`config.mk`:
```
export PLATFORM = sky130hd
export DESIGN_NAME = trs_queue
export DESIGN_NICKNAME = d
export VERILOG_FILES = /design/src/rtl/trs_pkg.sv /design/src/rtl/trs_queue.sv
export SDC_FILE = /design/constraint.sdc
export NUM_CORES = 1
export LEC_CHECK = 0
export CORE_UTILIZATION = 45
export DETAILED_ROUTE_END_ITERATION = 6
export DONT_BUFFER_PORTS = 1
export PLACE_DENSITY_LB_ADDON = 0.1
export SYNTH_ARGS = -nofsm -noshare
export SYNTH_HDL_FRONTEND = slang
export SYNTH_SLANG_ARGS = --single-unit
```
`constraint.sdc`:
```
create_clock -name clk -period 18.06 [get_ports clk]
set_input_delay 2.709 -clock clk [delete_from_list [all_inputs] [get_ports clk]]
set_output_delay 2.709 -clock clk [all_outputs]
set_load 0.02 [all_outputs]
```
`src/rtl/trs_pkg.sv`:
```
package trs_pkg;

  // Default fixed-point formats.
  localparam int TRS_FRAC_BITS  = 16;
  localparam int TRS_ANGLE_BITS = 16;

  // CORDIC setup: 30 steps, start vector at the inverse gain in Q2.30.
  localparam int CORDIC_STEPS = 30;
  localparam logic signed [33:0] CORDIC_GAIN = 34'sd652032874;

  // Angle of each CORDIC step in units of 2^-32 turn, truncated.
  localparam logic [29:0] ATAN_TURN [CORDIC_STEPS] = '{
    30'h20000000, 30'h12E4051D, 30'h09FB385B, 30'h051111D4, 30'h028B0D43, 30'h0145D7E1,
    30'h00A2F61E, 30'h00517C55, 30'h0028BE53, 30'h00145F2E, 30'h000A2F98, 30'h000517CC,
    30'h00028BE6, 30'h000145F3, 30'h0000A2F9, 30'h0000517C, 30'h000028BE, 30'h0000145F,
    30'h00000A2F, 30'h00000517, 30'h0000028B, 30'h00000145, 30'h000000A2, 30'h00000051,
    30'h00000028, 30'h00000014, 30'h0000000A, 30'h00000005, 30'h00000002, 30'h00000001
  };

  // Axis count and index of each axis.
  localparam int AXES   = 3;
  localparam int AXIS_X = 0;
  localparam int AXIS_Y = 1;
  localparam int AXIS_Z = 2;

  // Depth of the queue between the front and back parts.
  localparam int QUEUE_DEPTH = 4;

  // Classified word: 2D mode applied, angles turned into 32-bit phases.
  typedef struct packed {
    logic signed [31:0]   px;
    logic signed [31:0]   py;
    logic signed [31:0]   pz;
    logic signed [31:0]   kx;
    logic signed [31:0]   ky;
    logic signed [31:0]   kz;
    logic [AXES-1:0][31:0] phase;
  } item_t;

endpackage

```
`src/rtl/trs_queue.sv`:
```
module trs_queue (
  input  logic            clk,
  input  logic            rst_n,
  input  logic            push_valid,
  output logic            push_ready,
  input  trs_pkg::item_t  push_item,
  output logic            pop_valid,
  input  logic            pop,
  output trs_pkg::item_t  pop_item
);

  localparam int PTR_W = $clog2(trs_pkg::QUEUE_DEPTH);
  localparam int CNT_W = $clog2(trs_pkg::QUEUE_DEPTH + 1);

  trs_pkg::item_t   slot_r [trs_pkg::QUEUE_DEPTH];
  logic [PTR_W-1:0] wr_ptr_r;
  logic [PTR_W-1:0] rd_ptr_r;
  logic [CNT_W-1:0] count_r;
  logic             push;
  logic             take;

  assign push_ready = count_r < CNT_W'(trs_pkg::QUEUE_DEPTH);
  assign push       = push_valid && push_ready;
  assign pop_valid  = count_r != '0;
  assign take       = pop && pop_valid;
  assign pop_item   = slot_r[rd_ptr_r];

  // Pointers and fill count.
  always_ff @(posedge clk) begin
    if (!rst_n) begin
      wr_ptr_r <= '0;
      rd_ptr_r <= '0;
      count_r  <= '0;
    end else begin
      if (push) begin
        wr_ptr_r <= (wr_ptr_r == PTR_W'(trs_pkg::QUEUE_DEPTH - 1)) ? '0 : wr_ptr_r + 1'b1;
      end
      if (take) begin
        rd_ptr_r <= (rd_ptr_r == PTR_W'(trs_pkg::QUEUE_DEPTH - 1)) ? '0 : rd_ptr_r + 1'b1;
      end
      if (push && !take) begin
        count_r <= count_r + 1'b1;
      end else if (take && !push) begin
        count_r <= count_r - 1'b1;
      end
    end
  end

  always_ff @(posedge clk) begin
    if (push) begin
      slot_r[wr_ptr_r] <= push_item;
    end
  end

  // The fill count never passes the depth.
  a_count_bound: assert property (@(posedge clk) disable iff (!rst_n)
    count_r <= CNT_W'(trs_pkg::QUEUE_DEPTH))
    else $error("queue count above depth");

  // A lone push raises the count by one.
  a_push_count: assert property (@(posedge clk) disable iff (!rst_n)
    push && !take |=> count_r == $past(count_r) + 1'b1)
    else $error("queue count missed a push");

  // A lone pop lowers the count by one.
  a_pop_count: assert property (@(posedge clk) disable iff (!rst_n)
    take && !push |=> count_r == $past(count_r) - 1'b1)
    else $error("queue count missed a pop");

endmodule

```
==> summary.txt <==
STA
  – Slew Viols, Final: 0
  – Relative slew slack: 28.9%
  – Worst hold slack: 0.530 ns
  – Setup WS post-layout: 10.57 ns
  – Setup violators final: 0
  – Min Tclk post-route: 7.49 ns
  – Final Cycle Share: 41.5%
  – Clk_skew: 0.0150 ns
  – Setup_tns: 0 ns
  – Worst Max-Slew Pin Slew: 1.07 ns
  – Final Hold Vio Count: 0
  – Upper clock frequency limit: 134 MHz
  – RSZ-0062 raised after global routing: no

Layout
  – Non-Filler Instances: 2977
  – Number of diodes: 0
  – Share of post-route cells with drive strength above 1: 28.7%
  – Final design utilization: 51.1%
  – Final #Nets: 1930
  – Area Growth Syn to Fin: 12.0%
  – Final instance area: 47100 µm²
  – Fillers: 7134

Power and ir drop
  – IR drop worst, VDD: 0.0916 mV
  – Tot Pwr: 7.08 mW
  – PD cells: 150 nW/µm²
  – Switch share: 28.3%
  – Logic pwr share: 20.2%
  – Pint: 5.08 mW
  – Switching pwr: 2.00 mW
  – Reg power frac: 47.0%
  – Clk network pwr share: 32.8%
  – Pleak: 14.2 nW

Global route
  – First-pass GRT wire length: 124000 µm
  – All-Layer GR Usage: 18.3%
  – Largest net degree at the start of global routing: 136
  – Global route total overflow: 0
  – Initial antenna violation count: 0
  – Number of global-route vias before repair: 17400

Placement
  – Placed instance area: 43300 µm²
  – Placer Congestion: 0.772
  – Place WS: 11.01 ns
  – Hpwl dp: 53200 µm
  – Port bufs: 0
  – Dpl cells: 2755

Critical path
  – Cell mode on critical path: buf_4
  – Arr. time, crit path: 4.78 ns
  – Critical Path RT: 15.35 ns
  – Critical Path Slowest Stage Cell: buf_4
  – CP peak stage delay: 0.87 ns
  – Worst reg2reg path depth: 4
  – FF-to-FF Start: count_r[2]
  – Critical Path Fanout Max: 50
  – Startpoint Class: register
  – Crit Path Class: register to output port
  – Worst R2R Setup Slack: 13.98 ns
  – Worst path cell trace: buf_4 > buf_4 > buf_4 > mux4_2
  – Crit. End Element: output port
  – R2R Path End: slot_r[1][207]
  – Worst setup endpoint: pop_item[142]

Route
  – Top Layer Used: met4
  – Via density: 5.53
  – Routed Antenna Nets: 0
  – Met2 wire len: 44700 µm
  – Drt wl/cell: 29.0 µm
  – Total number of vias: 16500
  – Initial drt markers: 1272
  – WL met1: 30600 µm
  – Final routed DRC violation total: 0
  – Met3 wire length: 8680 µm
  – Total Routed Length: 86400 µm
  – First-pass DRT Iterations: 5

Clock tree
  – CTS HTree Levels: 3
  – Clock Latency Late Sink: 0.68 ns
  – Root buffer cell: clkbuf_16
  – Clk slew on worst S/H paths: 0.06 ns
  – Max clock buf depth: 3
  – CTS sink cnt: 1161
  – Hold Buf Count CTS: 0
  – Cts repair resizes: 0
  – Setup bufs post-CTS: 0
  – CTS tree: built
  – CTS buffer count: 117

Yosys
  – Number of synthesized register bits: 1161
  – Post-synth cell types: 21
  – Mapped Cells: 1552
  – Post-Syn Nets: 1851
  – Syn Area/Cell: 27.1 µm²
  – Ys Warns: 0
  – Mapped cell area: 42000 µm²
  – Seq/Total Area, Yosys: 82.8%

Floorplanning
  – Area of the core: 92100 µm²
  – Chip height: 308 µm
  – Io pins: 582
  – Initial Util: 45.6%
  – Die Wd: 308 µm
  – # rows: 111
  – Die ar.: 94600 µm²

Run status
  – Status: complete, no violations

Flow run
  – Max Cap Viol: 0

Min path
  – Hold Path Class: register to register
## per-layer routing
metal / GRT usage [%] / up-vias
met4: 6.26 / 0
met5: 0 / -
met2: 30.9 / 521
met1: 20.5 / 8872
li1: - / 6936
met3: 8.24 / 138
## layout make-up
type	instances	area (µm²)	area share, %
Clock inverter	84	668	1.42
Sequential cell	1161	34800	73.9
Inverter	4	15.0	0.0319
Multi-Input combinational cell	322	6760	14.4
Tap cell	1243	1560	3.31
Timing Repair Buffer	25	200	0.425
Clock buffer	138	3070	6.53
## how the worst min path moves through the flow
stage,from,to,slack [ns],depth (start not counted)
2_1_floorplan,rd_ptr_r[1],register,0.48,2
3_3_place_gp,rd_ptr_r[1],register,0.52,2
3_5_place_dp,rd_ptr_r[1],register,0.51,2
4_1_cts,rd_ptr_r[1],register,0.53,2
5_1_grt,rd_ptr_r[0],register,0.58,2
6_report,rd_ptr_r[1],register,0.53,2
## cell usage after synthesis, drive strengths merged
| master | n | area [µm²] |
|---|---|---|
| edfxtp | 1152 | 34600 |
| nor2b | 4 | 25.0 |
| nand2 | 2 | 7.51 |
| o21ai | 3 | 15.0 |
| nor2 | 2 | 7.51 |
| and2 | 5 | 31.3 |
| a21boi | 1 | 7.51 |
| mux4 | 288 | 6490 |
| xnor2 | 1 | 8.76 |
| xor2 | 1 | 8.76 |
| inv | 4 | 15.0 |
| ha | 6 | 75.1 |
| nand3 | 2 | 10.0 |
| buf | 58 | 453 |
| o31ai | 1 | 7.51 |
| or3 | 2 | 12.5 |
| mux2i | 3 | 30.0 |
| dfxtp | 9 | 180 |
| clkbuf | 7 | 26.3 |
| fa | 1 | 20.0 |
## worst max-delay path, delay by kind of cell, from the launching register on
family,cells,cell delay (ns)
mux,1,0.70
flops,1,0.72
buf+inv,3,2.52
## power groups by stage
stage          combinational, mW  sequential (mW)  clock [mW]
5_1_grt                     1.51             3.35        2.47
6_report                    1.43             3.33        2.32
2_1_floorplan               1.20             3.42           0
3_3_place_gp                1.48             3.38           0
3_5_place_dp                1.48             3.39           0
4_1_cts                     1.48             3.33        2.38
## kinds of logic (layout without fill, tap and decap cells)
kind of cell	after synthesis	count (layout)	share of synthesized area (%)
flip-flops	1161	1161	82.8
multiplexers	291	291	15.5
buffers and inverters	69	251	1.18
AND/OR/NAND/NOR	17	17	0.223
adder cells (fa/ha/maj)	7	7	0.226
AO/OA/AOI/OAI	5	5	0.0715
XOR/XNOR	2	2	0.0417
## cells in the final DEF, fill, tap and decap left out, types with 6 or more instances in the layout
cell,n
ha_1,6
clkinvlp_4,7
mux4_2,288
edfxtp_1,1152
dfxtp_1,7
buf_4,24
bufinv_16,9
clkbuf_1,18
clkinv_2,34
clkinv_1,26
clkbuf_16,120
## flip-flops by register name, summed over array words and instances (netlist names), named ones only
signal / count
wr_ptr_r: 2
slot_r: 1152
rd_ptr_r: 2
count_r: 3
Power figures use the tool's default switching activity.
