===== src/rtl/trs_pkg.sv =====
package trs_pkg;

  // Default fixed-point formats.
  localparam int TRS_FRAC_BITS  = 16;
  localparam int TRS_ANGLE_BITS = 16;

  // CORDIC setup: 30 steps, start vector at the inverse gain in Q2.30.
  localparam int CORDIC_STEPS = 30;
  localparam logic signed [33:0] CORDIC_GAIN = 34'sd652032874;

  // Angle of each CORDIC step in units of 2^-32 turn, truncated.
  localparam logic [29:0] ATAN_TURN [CORDIC_STEPS] = '{
    30'h20000000, 30'h12E4051D, 30'h09FB385B, 30'h051111D4, 30'h028B0D43, 30'h0145D7E1,
    30'h00A2F61E, 30'h00517C55, 30'h0028BE53, 30'h00145F2E, 30'h000A2F98, 30'h000517CC,
    30'h00028BE6, 30'h000145F3, 30'h0000A2F9, 30'h0000517C, 30'h000028BE, 30'h0000145F,
    30'h00000A2F, 30'h00000517, 30'h0000028B, 30'h00000145, 30'h000000A2, 30'h00000051,
    30'h00000028, 30'h00000014, 30'h0000000A, 30'h00000005, 30'h00000002, 30'h00000001
  };

  // Axis count and index of each axis.
  localparam int AXES   = 3;
  localparam int AXIS_X = 0;
  localparam int AXIS_Y = 1;
  localparam int AXIS_Z = 2;

  // Depth of the queue between the front and back parts.
  localparam int QUEUE_DEPTH = 4;

  // Classified word: 2D mode applied, angles turned into 32-bit phases.
  typedef struct packed {
    logic signed [31:0]   px;
    logic signed [31:0]   py;
    logic signed [31:0]   pz;
    logic signed [31:0]   kx;
    logic signed [31:0]   ky;
    logic signed [31:0]   kz;
    logic [AXES-1:0][31:0] phase;
  } item_t;

endpackage


===== src/rtl/trs_in_if.sv =====
interface trs_in_if;
  logic               valid;
  logic               ready;
  logic signed [31:0] pos_x;
  logic signed [31:0] pos_y;
  logic signed [31:0] pos_z;
  logic signed [31:0] scale_x;
  logic signed [31:0] scale_y;
  logic signed [31:0] scale_z;
  logic [15:0]        angle_x;
  logic [15:0]        angle_y;
  logic [15:0]        angle_z;

  modport source (output valid, pos_x, pos_y, pos_z, scale_x, scale_y, scale_z,
                  angle_x, angle_y, angle_z, input ready);
  modport sink (input valid, pos_x, pos_y, pos_z, scale_x, scale_y, scale_z,
                angle_x, angle_y, angle_z, output ready);
endinterface


===== src/rtl/trs_front.sv =====
module trs_front #(
  parameter int FRAC_BITS  = trs_pkg::TRS_FRAC_BITS,
  parameter int ANGLE_BITS = trs_pkg::TRS_ANGLE_BITS
) (
  input  logic            clk,
  input  logic            rst_n,
  trs_in_if.sink          in_ch,
  input  logic            cfg_we,
  input  logic            cfg_wdata,
  output logic            f_valid,
  input  logic            f_ready,
  output trs_pkg::item_t  f_item
);

  localparam int PHASE_SHIFT = 32 - ANGLE_BITS;

  logic           two_d_r;
  logic           valid_r;
  trs_pkg::item_t item_r;
  trs_pkg::item_t item_nxt;

  // Mode register.
  always_ff @(posedge clk) begin
    if (!rst_n) begin
      two_d_r <= 1'b0;
    end else if (cfg_we) begin
      two_d_r <= cfg_wdata;
    end
  end

  // Classify the word: apply 2D mode and scale each angle to a full 32-bit phase.
  always_comb begin
    item_nxt.px = in_ch.pos_x;
    item_nxt.py = in_ch.pos_y;
    item_nxt.pz = two_d_r ? 32'sd0 : in_ch.pos_z;
    item_nxt.kx = in_ch.scale_x;
    item_nxt.ky = in_ch.scale_y;
    item_nxt.kz = two_d_r ? (32'sd1 <<< FRAC_BITS) : in_ch.scale_z;
    item_nxt.phase[trs_pkg::AXIS_X] = two_d_r ? 32'd0 : (32'(in_ch.angle_x) << PHASE_SHIFT);
    item_nxt.phase[trs_pkg::AXIS_Y] = two_d_r ? 32'd0 : (32'(in_ch.angle_y) << PHASE_SHIFT);
    item_nxt.phase[trs_pkg::AXIS_Z] = 32'(in_ch.angle_z) << PHASE_SHIFT;
  end

  assign in_ch.ready = !valid_r || f_ready;

  // Holding register toward the queue.
  always_ff @(posedge clk) begin
    if (!rst_n) begin
      valid_r <= 1'b0;
    end else if (in_ch.ready) begin
      valid_r <= in_ch.valid;
    end
  end

  always_ff @(posedge clk) begin
    if (in_ch.ready && in_ch.valid) begin
      item_r <= item_nxt;
    end
  end

  assign f_valid = valid_r;
  assign f_item  = item_r;

endmodule


===== src/flat_wrapper.sv =====
// flat-port wrapper written by rule: the top's interface ports become plain ports
module trs_front_flat 
#(
  parameter int FRAC_BITS  = trs_pkg::TRS_FRAC_BITS,
  parameter int ANGLE_BITS = trs_pkg::TRS_ANGLE_BITS
)
  (clk, rst_n, cfg_we, cfg_wdata, f_valid, f_ready, f_item, in_ch_valid, in_ch_pos_x, in_ch_pos_y, in_ch_pos_z, in_ch_scale_x, in_ch_scale_y, in_ch_scale_z, in_ch_angle_x, in_ch_angle_y, in_ch_angle_z, in_ch_ready);
  trs_in_if in_ch_i ();
  input  logic clk;
  input  logic rst_n;
  input  logic cfg_we;
  input  logic cfg_wdata;
  output logic f_valid;
  input  logic f_ready;
  output trs_pkg::item_t f_item;
  input wire logic [$bits(in_ch_i.valid)-1:0] in_ch_valid;
  input wire logic [$bits(in_ch_i.pos_x)-1:0] in_ch_pos_x;
  input wire logic [$bits(in_ch_i.pos_y)-1:0] in_ch_pos_y;
  input wire logic [$bits(in_ch_i.pos_z)-1:0] in_ch_pos_z;
  input wire logic [$bits(in_ch_i.scale_x)-1:0] in_ch_scale_x;
  input wire logic [$bits(in_ch_i.scale_y)-1:0] in_ch_scale_y;
  input wire logic [$bits(in_ch_i.scale_z)-1:0] in_ch_scale_z;
  input wire logic [$bits(in_ch_i.angle_x)-1:0] in_ch_angle_x;
  input wire logic [$bits(in_ch_i.angle_y)-1:0] in_ch_angle_y;
  input wire logic [$bits(in_ch_i.angle_z)-1:0] in_ch_angle_z;
  output wire logic [$bits(in_ch_i.ready)-1:0] in_ch_ready;
  assign in_ch_i.valid = in_ch_valid;
  assign in_ch_i.pos_x = in_ch_pos_x;
  assign in_ch_i.pos_y = in_ch_pos_y;
  assign in_ch_i.pos_z = in_ch_pos_z;
  assign in_ch_i.scale_x = in_ch_scale_x;
  assign in_ch_i.scale_y = in_ch_scale_y;
  assign in_ch_i.scale_z = in_ch_scale_z;
  assign in_ch_i.angle_x = in_ch_angle_x;
  assign in_ch_i.angle_y = in_ch_angle_y;
  assign in_ch_i.angle_z = in_ch_angle_z;
  assign in_ch_ready = in_ch_i.ready;
  trs_front #(.FRAC_BITS(FRAC_BITS), .ANGLE_BITS(ANGLE_BITS)) u_core (.clk(clk), .rst_n(rst_n), .in_ch(in_ch_i), .cfg_we(cfg_we), .cfg_wdata(cfg_wdata), .f_valid(f_valid), .f_ready(f_ready), .f_item(f_item));
endmodule

===== config.mk =====
export PLATFORM = sky130hd
export DESIGN_NAME = trs_front_flat
export DESIGN_NICKNAME = d
export VERILOG_FILES = /design/src/rtl/trs_pkg.sv /design/src/rtl/trs_in_if.sv /design/src/rtl/trs_front.sv /design/src/flat_wrapper.sv
export SDC_FILE = /design/constraint.sdc
export NUM_CORES = 1
export LEC_CHECK = 0
export ABC_AREA = 1
export BUFFER_PORTS_ARGS = -buffer_cell sky130_fd_sc_hd__buf_2
export CORE_AREA = 4 4 206 208
export CTS_CLUSTER_SIZE = 40
export DETAILED_ROUTE_END_ITERATION = 12
export DIE_AREA = 0 0 210 212
export GPL_ROUTABILITY_DRIVEN = 0
export GPL_TIMING_DRIVEN = 0
export PLACE_DENSITY = 0.44
export SKIP_CTS_REPAIR_TIMING = 1
export SLEW_MARGIN = 40
export SYNTH_ARGS = -nofsm -noshare
export SYNTH_HDL_FRONTEND = slang
export SYNTH_SLANG_ARGS = --single-unit

===== constraint.sdc =====
create_clock -name clk -period 19.9 [get_ports clk]
set_clock_uncertainty 0.05 [all_clocks]
set_input_delay 1.99 -clock clk [delete_from_list [all_inputs] [get_ports clk]]
set_output_delay 1.99 -clock clk [all_outputs]
set_load 0.02 [all_outputs]

==> summary.md <==
| Metric | Value |
|---|---|
| Status | finished, final reports clean |
| CP Launch Type | input port |
| Switching part of the total | approximately a quarter |
| Sink Count | 242 |
| Clk slew on worst S/H paths | roughly 0.06 ns |
| Antenna viol nets, final | 0 |
| Syn Inst Count | 503 |
| Register bit total from synthesis | 242 |
| Most area-consuming cells after synthesis | edfxtp_1 84%, inv_1 4.4%, buf_4 4.2% |
| WP data arrival | 2.43 ns |
| Most common cell after layout, fill and taps aside | buf_2 |
| Commonest cells after routing, fill and taps aside | 493 x buf_2, 240 x edfxtp_1, 99 x inv_1, 87 x nor2_1 |
| CTS tree | yes |
| Routed vias | 5872 |
| Share of the synthesized area in the top cell type | between 80 and 90% |
| Register area share after synthesis | 84.8% |
| Placement Cell Area | 12100 um2 |
| RSZ-0062 raised after global routing | false |
| Gr ovfl total | 0 |
| DP Cell Count | approximately 1600 |
| Max FO, Critical Path | 2 |
| Reg power frac | 47.1% |
| Clock network fraction of total power | around 40% |
| Post-route worst setup slack | about 15 ns |
| Wire per inst | 17.2 um |
| WHS | 0.487 ns |
| Area growth syn-to-layout | 53.1% |
| Max-cap violations | 0 |
| Total I/O pin count | between 500 and 600 |
| Detailed Route WL | 28300 um |
| Fmax | ~220 MHz |
| WP data required | approximately 18 ns |
| Port bufs | roughly 490 |
| Num rows | 74 |
| CTS Buffer Depth | 3 |
| Root Driver | clkbuf_16 |
| Critical path class | in2out |
| Comb power frac | 12.1% |
| First-pass GRT wire length | 38900 um |
| Power Dens Cells | approximately 99 nW/um2 |
| Finished Core Util | between 30 and 40% |
| DR iter-0 viols | 209 |
| Pin count of the biggest net entering global routing | 19 |
| Core area | 40600 um2 |
| Die ar. | 44500 um2 |
| Die height | 212 um |
| Starting Density | a little over a fifth |
| DR vias/cell | 3.58 |
| Pleak | 6.13 nW |
| Worst skew pair latency | 0.54 ns |
| Sw power | between 0.3 and 0.4 mW |
| H-tree depth | 1 |
| Fillers | 4178 |
| Fin cells | 1642 |
| Final slew viol count | 0 |
| Share of layout cells above drive strength 1 | between 50% and 60% |
| Hold Crit Class | reg2reg |
| Total power | 1.29 mW |
| Vias in the first global route | between 6000 and 7000 |
| Tot GR Track Use | between 10% and 20% |
| Final nets | 1331 |
| Hold Fails Final Rpt | 0 |
| Synth area leader | edfxtp_1 |
| R2R depth | 6 |
| DRC violations left | 0 |
| DRT Pass-1 Iters | 4 |
| Post-DP HPWL | 23100 um |
| Peak VDD IR | between 50 and 60 uV |
| Post-Syn Area | 8540 um2 |
| Design area | 13100 um2 |
| Hold depth | 2 |
| Pre-CTS setup slack | 15.43 ns |
| Final Critical Period | about 4.5 ns |
| Yosys synthesis warning count | 0 |
| CTS buffer count | 29 |
| Ratio of final minimum period to clock period | 22.5% |
| Internal power | 0.976 mW |
| Initial antenna violation count | 15 |
| Register Area | 7250 um2 |
| CP Capture Type | primary output |
| Final setup violation count | 0 |
| Avg Inst Size Synth | ~17 um2 |
| Netlist cell types | 14 |
| Multi-input gate area | 656 um2 |
| TNS Setup | 0 ns |
| Width of the die | 210 um |
==> path summary, 6_finish.rpt <==
| kind | start | endpoint | slack, ns |
|---|---|---|---|
| max | f_ready | in_ch_ready | 15.43 |
| max reg2reg | u_core.f_valid | u_core.f_item[174] | 17.80 |
| min | u_core.f_valid | u_core.f_valid | 0.49 |
| min reg2reg | u_core.f_valid | u_core.f_valid | 0.49 |
==> sequential cells by signal (all words and copies together) (netlist names) <==
name	flops
u_core.f_item	240
u_core.f_valid	1
u_core.two_d_r	1
==> cells in the mapped netlist <==
| cell type | count |
|---|---|
| a21oi_1 | 2 |
| buf_12 | 1 |
| buf_2 | 6 |
| buf_4 | 48 |
| buf_6 | 4 |
| conb_1 | 1 |
| dfxtp_1 | 2 |
| edfxtp_1 | 240 |
| inv_1 | 99 |
| nand2_1 | 1 |
| nor2_1 | 87 |
| nor2_4 | 10 |
| o21ai_0 | 1 |
| or2_1 | 1 |
==> cell type report <==
class                           count  area share [%]
Antenna cell                        4          0.0765
Buffer                             59            3.48
Clock buffer                       36            5.75
Clock inverter                     16            1.41
Inverter                           99            2.84
Multi-Input combinational cell    150            5.01
Sequential cell                   242            55.4
Tap cell                          532            5.09
Timing Repair Buffer              504            20.9
==> power by group through the flow <==
stage | Combinational [mW] | Sequential, mW | Clock, mW
after floorplan | 0.0399 | 0.673 | 0
after global placement | 0.150 | 0.637 | 0
after detailed placement | 0.159 | 0.618 | 0
after CTS | 0.160 | 0.608 | 0.551
after global routing | 0.169 | 0.610 | 0.573
final | 0.156 | 0.607 | 0.526
==> kinds of logic after synthesis <==
logic type | count (synthesis) | synth area share (%)
flops | 242 | 84.8
buf+inv | 158 | 9.68
simple gates | 99 | 5.26
compound gates | 3 | 0.176
other cells | 1 | 0.0439
==> per-layer routing <==
| metal | wire (um) | track usage, % | part of all wire (%) | up-vias |
|---|---|---|---|---|
| li1 | - | - | - | 2750 |
| met1 | 9660 | 12.5 | 34 | 2709 |
| met2 | 14600 | 21.2 | 52 | 341 |
| met3 | 3150 | 4.69 | 11 | 64 |
| met4 | 784 | 3.74 | 2.8 | 8 |
| met5 | 60 | 0 | 0.21 | - |
==> critical path, cell delays in order <==
cell	delay (ns)
buf_2	0.09
inv_1	0.10
nand2_1	0.08
buf_2	0.17
(Power assumes the default switching activity.)
